$ cat config.mk
export PLATFORM = sky130hd
export DESIGN_NAME = cyclic_random_shuffle_top
export DESIGN_NICKNAME = d
export VERILOG_FILES = /design/src/rtl/core/crs_pkg.sv /design/src/rtl/core/crs_ram.sv /design/src/rtl/core/crs_mod.sv /design/src/rtl/core/cyclic_random_shuffle_top.sv
export SDC_FILE = /design/constraint.sdc
export NUM_CORES = 2
export LEC_CHECK = 0
export BUFFER_PORTS_ARGS = -buffer_cell sky130_fd_sc_hd__clkbuf_2
export CORE_MARGIN = 3
export CORE_UTILIZATION = 35
export DETAILED_ROUTE_END_ITERATION = 10
export SYNTH_ARGS = -nofsm -noshare
export SYNTH_HDL_FRONTEND = slang
export SYNTH_HIERARCHICAL = 1
export SYNTH_SLANG_ARGS = --single-unit
$ cat constraint.sdc
create_clock -name clock -period 3.8 [get_ports clock]
set_input_delay 0.57 -clock clock [delete_from_list [all_inputs] [get_ports clock]]
set_output_delay 0.57 -clock clock [all_outputs]
set_load 0.005 [all_outputs]
$ cat src/rtl/core/crs_pkg.sv
// shared types and constants for the cyclic random shuffle block
// no dependencies; imported by crs_ram users, crs_mod and cyclic_random_shuffle_top
package crs_pkg;

   // store geometry
   localparam int DECK_DEPTH = 64;
   localparam int ELEM_W     = 16;
   localparam int ADDR_W     = $clog2(DECK_DEPTH);
   localparam int CNT_W      = ADDR_W + 1;

   // port field widths
   localparam int CMD_W = 2;
   localparam int RND_W = 31;
   localparam int POS_W = 6;
   localparam int CSR_W = 7;

   // deck size after reset, already saturated to the store depth
   localparam int SIZE_RESET     = 64;
   localparam int SIZE_RESET_SAT = (SIZE_RESET > DECK_DEPTH) ? DECK_DEPTH : SIZE_RESET;

   // divider iteration counter
   localparam int DIV_CNT_W = $clog2(RND_W);

   typedef enum logic [CMD_W-1:0] {
      CMD_LOAD = 2'd0,
      CMD_STEP = 2'd1,
      CMD_READ = 2'd2
   } cmd_type;

   typedef enum logic [2:0] {
      ST_IDLE,
      ST_DIV,
      ST_RDJ,
      ST_WRI,
      ST_WRJ,
      ST_RDK,
      ST_OUT
   } state_type;

   // request into the remainder unit
   typedef struct packed {
      logic              start;
      logic [RND_W-1:0]  dividend;
      logic [ADDR_W-1:0] divisor;
   } div_req_type;

   // answer from the remainder unit
   typedef struct packed {
      logic              done;
      logic [ADDR_W-1:0] remainder;
   } div_rsp_type;

endpackage

$ cat src/rtl/core/crs_ram.sv
// generic single write port, single read port ram with registered read data
// no dependencies
module crs_ram #(
   parameter int WIDTH = 16,
   parameter int DEPTH = 64
) (
   input  logic                     clock,
   input  logic                     wr_en,
   input  logic [$clog2(DEPTH)-1:0] wr_addr,
   input  logic [WIDTH-1:0]         wr_data,
   input  logic [$clog2(DEPTH)-1:0] rd_addr,
   output logic [WIDTH-1:0]         rd_data
);

   logic [WIDTH-1:0] mem_ff [DEPTH];
   logic [WIDTH-1:0] rd_data_ff;

   // write port
   always_ff @(posedge clock) begin
      if (wr_en) begin
         mem_ff[wr_addr] <= wr_data;
      end
   end

   // registered read port
   always_ff @(posedge clock) begin
      rd_data_ff <= mem_ff[rd_addr];
   end

   assign rd_data = rd_data_ff;

endmodule

$ cat src/rtl/core/crs_mod.sv
// iterative remainder unit: dividend mod divisor, one dividend bit per cycle
// depends on crs_pkg
module crs_mod (
   input  logic                clock,
   input  logic                reset,
   input  crs_pkg::div_req_type div_req,
   output crs_pkg::div_rsp_type div_rsp
);
   import crs_pkg::*;

   logic                 busy_ff, busy_in;
   logic                 done_ff, done_in;
   logic [DIV_CNT_W-1:0] cnt_ff, cnt_in;
   logic [RND_W-1:0]     dvd_ff, dvd_in;
   logic [ADDR_W-1:0]    div_ff, div_in;
   logic [ADDR_W-1:0]    rem_ff, rem_in;
   logic [ADDR_W:0]      trial;

   // one restoring step: shift in next dividend bit, subtract if it fits
   always_comb begin
      trial   = {rem_ff, dvd_ff[RND_W-1]};
      busy_in = busy_ff;
      done_in = 1'b0;
      cnt_in  = cnt_ff;
      dvd_in  = dvd_ff;
      div_in  = div_ff;
      rem_in  = rem_ff;
      if (div_req.start) begin
         busy_in = 1'b1;
         cnt_in  = '0;
         dvd_in  = div_req.dividend;
         div_in  = div_req.divisor;
         rem_in  = '0;
      end else if (busy_ff) begin
         dvd_in = {dvd_ff[RND_W-2:0], 1'b0};
         if (trial >= {1'b0, div_ff}) begin
            rem_in = ADDR_W'(trial - {1'b0, div_ff});
         end else begin
            rem_in = trial[ADDR_W-1:0];
         end
         cnt_in = cnt_ff + DIV_CNT_W'(1);
         if (cnt_ff == DIV_CNT_W'(RND_W - 1)) begin
            busy_in = 1'b0;
            done_in = 1'b1;
         end
      end
   end

   // control registers
   always_ff @(posedge clock) begin
      if (reset) begin
         busy_ff <= 1'b0;
         done_ff <= 1'b0;
         cnt_ff  <= '0;
      end else begin
         busy_ff <= busy_in;
         done_ff <= done_in;
         cnt_ff  <= cnt_in;
      end
   end

   // datapath registers
   always_ff @(posedge clock) begin
      dvd_ff <= dvd_in;
      div_ff <= div_in;
      rem_ff <= rem_in;
   end

   assign div_rsp.done      = done_ff;
   assign div_rsp.remainder = rem_ff;

`ifndef SYNTHESIS
   // a new start never lands on a division in flight
   assert property (@(posedge clock) disable iff (reset) div_req.start |-> !busy_ff)
      else $error("remainder unit restarted while busy");
   // remainder is always below the divisor when reported
   assert property (@(posedge clock) disable iff (reset) done_ff |-> (rem_ff < div_ff))
      else $error("remainder not below divisor");
   // done pulses only at the end of a run
   assert property (@(posedge clock) disable iff (reset) done_ff |-> $past(busy_ff))
      else $error("done without a division");
`endif

endmodule

$ cat src/rtl/core/cyclic_random_shuffle_top.sv
// cyclic random shuffle top level: command sequencer, store and output register
// depends on crs_pkg, crs_ram and crs_mod
//
// Usage
//   req channel: one command per transfer. Load (cmd 0) writes element_value at the next
//   store position; step (cmd 1) swaps the entry at the step position i with entry
//   i+1+(random_word mod (size-1-i)) and advances i, wrapping after size-2; readout
//   (cmd 2) emits every entry in order on the rsp channel, last_flag on the final one.
//   Step and readout are dropped until the store is fully loaded; extra loads and
//   command 3 are dropped.
//   csr channel: writes deck_size (saturated to 2..64) and restarts loading; write it
//   only while the block is idle.
// Sequence
//   load: written as the transfer is accepted. step: the remainder unit takes one
//   iteration per dividend bit, then the swap reads and writes the store in ST_RDJ,
//   ST_WRI and ST_WRJ. readout: each result is read in ST_RDK and sent in ST_OUT.
// Reset and stalls
//   synchronous reset clears the size to 64, the load count and step position; store
//   contents are undefined until loaded. A stalled rsp receiver holds the readout
//   in place; the block takes new commands while the last result still waits.
module cyclic_random_shuffle_top (
   input  logic                         clock,
   input  logic                         reset,
   input  logic                         req_valid,
   output logic                         req_ready,
   input  logic [crs_pkg::CMD_W-1:0]    req_cmd,
   input  logic [crs_pkg::ELEM_W-1:0]   req_element_value,
   input  logic [crs_pkg::RND_W-1:0]    req_random_word,
   output logic                         rsp_valid,
   input  logic                         rsp_ready,
   output logic [crs_pkg::ELEM_W-1:0]   rsp_element_out,
   output logic [crs_pkg::POS_W-1:0]    rsp_position_out,
   output logic                         rsp_last_flag,
   input  logic                         csr_valid,
   output logic                         csr_ready,
   input  logic [crs_pkg::CSR_W-1:0]    csr_deck_size
);
   import crs_pkg::*;

   state_type         state_ff, state_in;
   logic [CNT_W-1:0]  size_ff, size_in;
   logic [CNT_W-1:0]  loaded_ff, loaded_in;
   logic [ADDR_W-1:0] step_ff, step_in;
   logic [ADDR_W-1:0] i_ff, i_in;
   logic [ADDR_W-1:0] j_ff, j_in;
   logic [ADDR_W-1:0] k_ff, k_in;
   logic [ELEM_W-1:0] hold_ff, hold_in;

   logic              rsp_valid_ff, rsp_valid_in;
   logic [ELEM_W-1:0] rsp_elem_ff, rsp_elem_in;
   logic [POS_W-1:0]  rsp_pos_ff, rsp_pos_in;
   logic              rsp_last_ff, rsp_last_in;

   logic              req_xfer, csr_xfer;
   logic              deck_full, out_free, k_last;
   logic              is_load, is_step, is_read;
   logic [CNT_W-1:0]  size_m2, i_next_wide, j_wide, span_wide, size_sat;
   logic [31:0]       csr_wide;
   logic [ADDR_W-1:0] i_start, step_next;

   logic              ram_we;
   logic [ADDR_W-1:0] ram_waddr, ram_raddr;
   logic [ELEM_W-1:0] ram_wdata, ram_rdata;

   div_req_type       div_req;
   div_rsp_type       div_rsp;

   // handshakes, a csr write takes the idle cycle ahead of a command
   assign req_ready = (state_ff == ST_IDLE) && !csr_valid;
   assign csr_ready = (state_ff == ST_IDLE);
   assign req_xfer  = req_valid && req_ready;
   assign csr_xfer  = csr_valid && csr_ready;

   // command decode
   always_comb begin
      is_load = 1'b0;
      is_step = 1'b0;
      is_read = 1'b0;
      unique case (req_cmd)
         CMD_LOAD: is_load = 1'b1;
         CMD_STEP: is_step = 1'b1;
         CMD_READ: is_read = 1'b1;
         default: ;
      endcase
   end

   // size saturation for register writes
   always_comb begin
      csr_wide = 32'(csr_deck_size);
      if (csr_wide < 32'd2) begin
         size_sat = CNT_W'(2);
      end else if (csr_wide > 32'(DECK_DEPTH)) begin
         size_sat = CNT_W'(DECK_DEPTH);
      end else begin
         size_sat = CNT_W'(csr_wide);
      end
   end

   // position arithmetic
   assign deck_full   = (loaded_ff >= size_ff);
   assign out_free    = !rsp_valid_ff || rsp_ready;
   assign size_m2     = size_ff - CNT_W'(2);
   assign i_start     = ({1'b0, step_ff} > size_m2) ? '0 : step_ff;
   assign span_wide   = size_ff - CNT_W'(1) - {1'b0, i_start};
   assign j_wide      = {1'b0, i_ff} + CNT_W'(1) + {1'b0, div_rsp.remainder};
   assign i_next_wide = {1'b0, i_ff} + CNT_W'(1);
   assign step_next   = (i_next_wide > size_m2) ? '0 : i_next_wide[ADDR_W-1:0];
   assign k_last      = (({1'b0, k_ff} + CNT_W'(1)) == size_ff);

   // next state
   always_comb begin
      state_in = state_ff;
      unique case (state_ff)
         ST_IDLE: begin
            if (req_xfer && is_step && deck_full) begin
               state_in = ST_DIV;
            end else if (req_xfer && is_read && deck_full) begin
               state_in = ST_RDK;
            end
         end
         ST_DIV: begin
            if (div_rsp.done) begin
               state_in = ST_RDJ;
            end
         end
         ST_RDJ: state_in = ST_WRI;
         ST_WRI: state_in = ST_WRJ;
         ST_WRJ: state_in = ST_IDLE;
         ST_RDK: state_in = ST_OUT;
         ST_OUT: begin
            if (out_free) begin
               state_in = k_last ? ST_IDLE : ST_RDK;
            end
         end
         default: state_in = ST_IDLE;
      endcase
   end

   // sequencer outputs and datapath next values
   always_comb begin
      size_in      = size_ff;
      loaded_in    = loaded_ff;
      step_in      = step_ff;
      i_in         = i_ff;
      j_in         = j_ff;
      k_in         = k_ff;
      hold_in      = hold_ff;
      rsp_valid_in = rsp_valid_ff && !rsp_ready;
      rsp_elem_in  = rsp_elem_ff;
      rsp_pos_in   = rsp_pos_ff;
      rsp_last_in  = rsp_last_ff;
      ram_we       = 1'b0;
      ram_waddr    = loaded_ff[ADDR_W-1:0];
      ram_wdata    = req_element_value;
      ram_raddr    = i_ff;
      div_req.start    = 1'b0;
      div_req.dividend = req_random_word;
      div_req.divisor  = span_wide[ADDR_W-1:0];
      unique case (state_ff)
         ST_IDLE: begin
            if (csr_xfer) begin
               size_in   = size_sat;
               loaded_in = '0;
               step_in   = '0;
            end else if (req_xfer) begin
               if (is_load && !deck_full) begin
                  ram_we    = 1'b1;
                  loaded_in = loaded_ff + CNT_W'(1);
               end
               if (is_step && deck_full) begin
                  i_in          = i_start;
                  div_req.start = 1'b1;
               end
               if (is_read && deck_full) begin
                  k_in = '0;
               end
            end
         end
         ST_DIV: begin
            ram_raddr = i_ff;
            if (div_rsp.done) begin
               j_in = j_wide[ADDR_W-1:0];
            end
         end
         ST_RDJ: begin
            ram_raddr = j_ff;
            hold_in   = ram_rdata;
         end
         ST_WRI: begin
            ram_raddr = j_ff;
            ram_we    = 1'b1;
            ram_waddr = i_ff;
            ram_wdata = ram_rdata;
         end
         ST_WRJ: begin
            ram_we    = 1'b1;
            ram_waddr = j_ff;
            ram_wdata = hold_ff;
            step_in   = step_next;
         end
         ST_RDK: begin
            ram_raddr = k_ff;
         end
         ST_OUT: begin
            ram_raddr = k_ff;
            if (out_free) begin
               rsp_valid_in = 1'b1;
               rsp_elem_in  = ram_rdata;
               rsp_pos_in   = POS_W'(k_ff);
               rsp_last_in  = k_last;
               k_in         = k_ff + ADDR_W'(1);
            end
         end
         default: ;
      endcase
   end

   // control registers
   always_ff @(posedge clock) begin
      if (reset) begin
         state_ff     <= ST_IDLE;
         size_ff      <= CNT_W'(SIZE_RESET_SAT);
         loaded_ff    <= '0;
         step_ff      <= '0;
         rsp_valid_ff <= 1'b0;
      end else begin
         state_ff     <= state_in;
         size_ff      <= size_in;
         loaded_ff    <= loaded_in;
         step_ff      <= step_in;
         rsp_valid_ff <= rsp_valid_in;
      end
   end

   // payload registers
   always_ff @(posedge clock) begin
      i_ff        <= i_in;
      j_ff        <= j_in;
      k_ff        <= k_in;
      hold_ff     <= hold_in;
      rsp_elem_ff <= rsp_elem_in;
      rsp_pos_ff  <= rsp_pos_in;
      rsp_last_ff <= rsp_last_in;
   end

   // element store
   crs_ram #(
      .WIDTH (ELEM_W),
      .DEPTH (DECK_DEPTH)
   ) u_store (
      .clock   (clock),
      .wr_en   (ram_we),
      .wr_addr (ram_waddr),
      .wr_data (ram_wdata),
      .rd_addr (ram_raddr),
      .rd_data (ram_rdata)
   );

   // remainder unit for step commands
   crs_mod u_mod (
      .clock   (clock),
      .reset   (reset),
      .div_req (div_req),
      .div_rsp (div_rsp)
   );

   assign rsp_valid        = rsp_valid_ff;
   assign rsp_element_out  = rsp_elem_ff;
   assign rsp_position_out = rsp_pos_ff;
   assign rsp_last_flag    = rsp_last_ff;

`ifndef SYNTHESIS
   // load count never passes the size in use
   assert property (@(posedge clock) disable iff (reset) loaded_ff <= size_ff)
      else $error("load count beyond deck size");
   // step position stays inside 0..size-2
   assert property (@(posedge clock) disable iff (reset)
      ({1'b0, step_ff} + CNT_W'(2)) <= size_ff)
      else $error("step position out of range");
   // remainder unit reports only while the sequencer waits on it
   assert property (@(posedge clock) disable iff (reset) div_rsp.done |-> (state_ff == ST_DIV))
      else $error("remainder result outside divide state");
   // swap partner lies above i and inside the deck
   assert property (@(posedge clock) disable iff (reset)
      (state_ff == ST_WRJ) |-> ((j_ff > i_ff) && ({1'b0, j_ff} < size_ff)))
      else $error("swap index out of range");
   // readout only starts on a full store
   assert property (@(posedge clock) disable iff (reset)
      (state_ff == ST_RDK) |-> deck_full)
      else $error("readout on partial store");
`endif

endmodule

==> key figures <==
Finish
  – Commonest non-fill, non-tap cell in the layout: edfxtp_1
  – Commonest non-fill, non-tap cells in the layout: edfxtp_1 (1,118), mux4_2 (220), buf_4 (188)
  – Nets: between 2k and 3k
  – Share of cells above drive strength 1: 0.2832
  – Fill cell count: approximately 12k
  – P&R area growth vs syn: 16.85%

STA
  – Slew margin rel.: 0.1826
  – Worst Skew: ~22 ps
  – Max frequency: around 280 MHz
  – Setup TNS: 0 ps
  – Final setup fails: 0
  – Period minus WS final: ~3600 ps
  – Final-report max-slew violation count: 0
  – Period utilization: 0.9506
  – RSZ-0062 raised after global routing: false
  – Hold Vio Cnt, Final: 0
  – Slew @ Worst Pin: about 1200 ps

Floorplan
  – Boundary Pins: 87
  – # rows: between 100 and 150
  – Effective utilization at floorplan: 0.3554
  – Die Wd: between 300 and 400 µm
  – Die area: ~140,000 µm²
  – Core Area: between 100,000 and 150,000 µm²
  – DIE HEIGHT: approximately 370 µm

Global routing
  – Grt ovf: 0
  – Total GRT Usage: 0.1691
  – Number of global-route vias before repair: about 25k
  – First-pass GRT wire length: between 150,000 and 200,000 µm
  – Initial antenna violation count: 4
  – Maximum number of pins on one net before global-route repair: 65

Synthesis
  – Net count after synthesis: approximately 2.6k
  – Cells after Synth: around 2.5k
  – Ys flop type: edfxtp_1
  – Post-synth cell types: 81
  – Mapped Area: 47,080 µm²
  – Synth Register Bits: approximately 1.2k
  – Syn. warnings: 6
  – Sequential-to-total area share from yosys stat: 0.7356
  – Synthesized area per cell: approximately 19 µm²
  – Post-synth EDFFs: 1,118
  – Synth async-reset ratio: 0

Detailed routing
  – Avg WL per Cell: 25.93 µm
  – Initial DRC count: ~2.7k
  – Final wirelength: 120,000 µm
  – Routed via count: approximately 25k
  – Vias per cell: between 5 and 6
  – First-pass DRT Iterations: 6
  – # DRC: 0
  – Detail Route Antenna Nets: 0

Critical path
  – Critical Path End Type: flip-flop
  – Critical Path AT: around 4200 ps
  – RR Endpoint: u_store/rd_data[3]
  – Critical path launch point type: flip-flop
  – Startpoint of the worst register-to-register path: state_ff[1]
  – Flop-to-flop setup slack: ~190 ps
  – Crit Path Max Fanout: 24
  – Worst reg2reg path depth: 10
  – Crit Path Class: flip-flop to flip-flop
  – WP data required: approximately 4300 ps

CTS
  – CTS tree: done
  – Cts hold-fix bufs: 0
  – CTS sink count: roughly 1.2k
  – CTS Buffer Depth: 3
  – Clk_lat worst skew: 700 ps
  – Clock Tree Root: clkbuf_16
  – H-tree levels: 3
  – Clk slew on worst S/H paths: about 60 ps
  – CTS buffer count: around 110

Min path
  – Hold depth: 3
  – Hold Path End: size_ff[4]
  – Hold Path Origin: csr_deck_size[4]
  – Hold Crit Class: input pin to flip-flop

Place
  – Hpwl dp: about 78,000 µm
  – Routability congestion estimate: 0.8925
  – Port Buffers: between 80 and 90

Power
  – Pwr Density: 493.6 nW/µm²
  – Total leakage power: 17.78 nW
  – Tot Pwr: approximately 0.027 W
  – Worst VDD drop: 0.3542 mV

Status
  – Status: finished, final reports clean

Run
  – Max cap viols: 0
[metrics by stage]
stage                     instances  hold slack [ps]  setup WS [ps]  utilization  area [µm²]
after CTS                      4625            80.47          126.8       0.4151       54990
after global routing           4626            120.9          39.72       0.4153       55010
final                          4629            131.9          187.6       0.4153       55020
after floorplan                2477            426.4          88.46            -       47080
after detailed placement       4409            481.9          180.9       0.3856       51070
after global placement         4409            473.1          184.6       0.3856       51070
[per-layer routing]
layer,global-route usage,part of all wire
met5,0,0.00011
met4,0.05001,0.026
met3,0.02987,0.086
met2,0.2689,0.47
met1,0.2385,0.42
[cell families (layout without fill, tap and decap cells)]
kind of cell / after synthesis / count (layout) / share of synthesized area
buffers and inverters: 176 / 570 / 0.02158
AOI/OAI and AO/OA: 248 / 248 / 0.03811
DFF: 1171 / 1171 / 0.7356
xor gates and xnor gates: 44 / 44 / 0.008769
other: 0 / 3 / 0
adders and majority gates: 44 / 44 / 0.01217
muxes: 373 / 373 / 0.1407
and+or+nand+nor: 421 / 421 / 0.04310
[state kept, by name (all words and copies together) (netlist names), 3 cells and up]
register,cells
u_mod/rem_ff,6
hold_ff,16
j_ff,6
i_ff,6
size_ff,7
u_store/mem_ff,1024
u_mod/div_ff,6
loaded_ff,7
k_ff,6
step_ff,6
u_store/rd_data,16
u_mod/dvd_ff,31
u_mod/cnt_ff,5
rsp_element_out,16
rsp_position_out,6
state_ff,3
[power breakdown]
part / leakage (nW) / internal (W) / switching (W)
clock: 1.90 / 0.00696 / 0.00481
combinational: 5.38 / 0.000365 / 0.000691
sequential: 10.5 / 0.0142 / 0.0000952
[timing repair]
action,CTS,global route
setup endpoints to repair,0,3
hold endpoints to repair,0,0
resized for setup,0,3
buffers inserted,0,1
[cell usage after synthesis, drive strengths merged, types with 45 or more instances]
cell type / number / area, µm²
a21oi: 46 / 230.2
a22oi: 60 / 450.4
buf: 81 / 651.9
clkbuf: 49 / 190.2
dfxtp: 53 / 1061
edfxtp: 1118 / 33570
inv: 45 / 168.9
mux2: 58 / 653.1
mux2i: 91 / 910.9
mux4: 224 / 5060
nand2: 142 / 543.0
nor2: 115 / 446.7
[area by class of cell]
| type | instances | area, µm² | area share |
|---|---|---|---|
| Antenna cell | 3 | 7.507 | 0.0001365 |
| Clock buffer | 141 | 2997 | 0.05447 |
| Clock inverter | 75 | 919.6 | 0.01672 |
| Inverter | 46 | 177.7 | 0.003229 |
| Multi-Input combinational cell | 1130 | 11560 | 0.2102 |
| Sequential cell | 1171 | 34630 | 0.6295 |
| Tap cell | 1755 | 2196 | 0.03991 |
| Timing Repair Buffer | 308 | 2522 | 0.04585 |
[worst max path at each step]
stage	from	cells after the start	slack, ps	to
finish	state_ff[1]	10	190	u_store/rd_data[3]
global route	state_ff[1]	13	40	u_store/rd_data[0]
CTS	state_ff[1]	12	130	u_store/rd_data[0]
detailed placement	state_ff[1]	12	180	u_store/rd_data[0]
global placement	state_ff[0]	13	180	u_store/rd_data[0]
floorplan	size_ff[4]	9	90	u_store/mem_ff[48][0]
[critical path, stage by stage, from the launching register on]
cell	delay, ps
dfxtp_1	380
clkinvlp_4	240
nand3_1	130
o21ai_0	170
a21oi_4	270
buf_4	190
buf_12	210
mux4_2	530
mux2_2	320
a221oi_1	860
a311oi_1	90
Power figures use the tool's default switching activity.
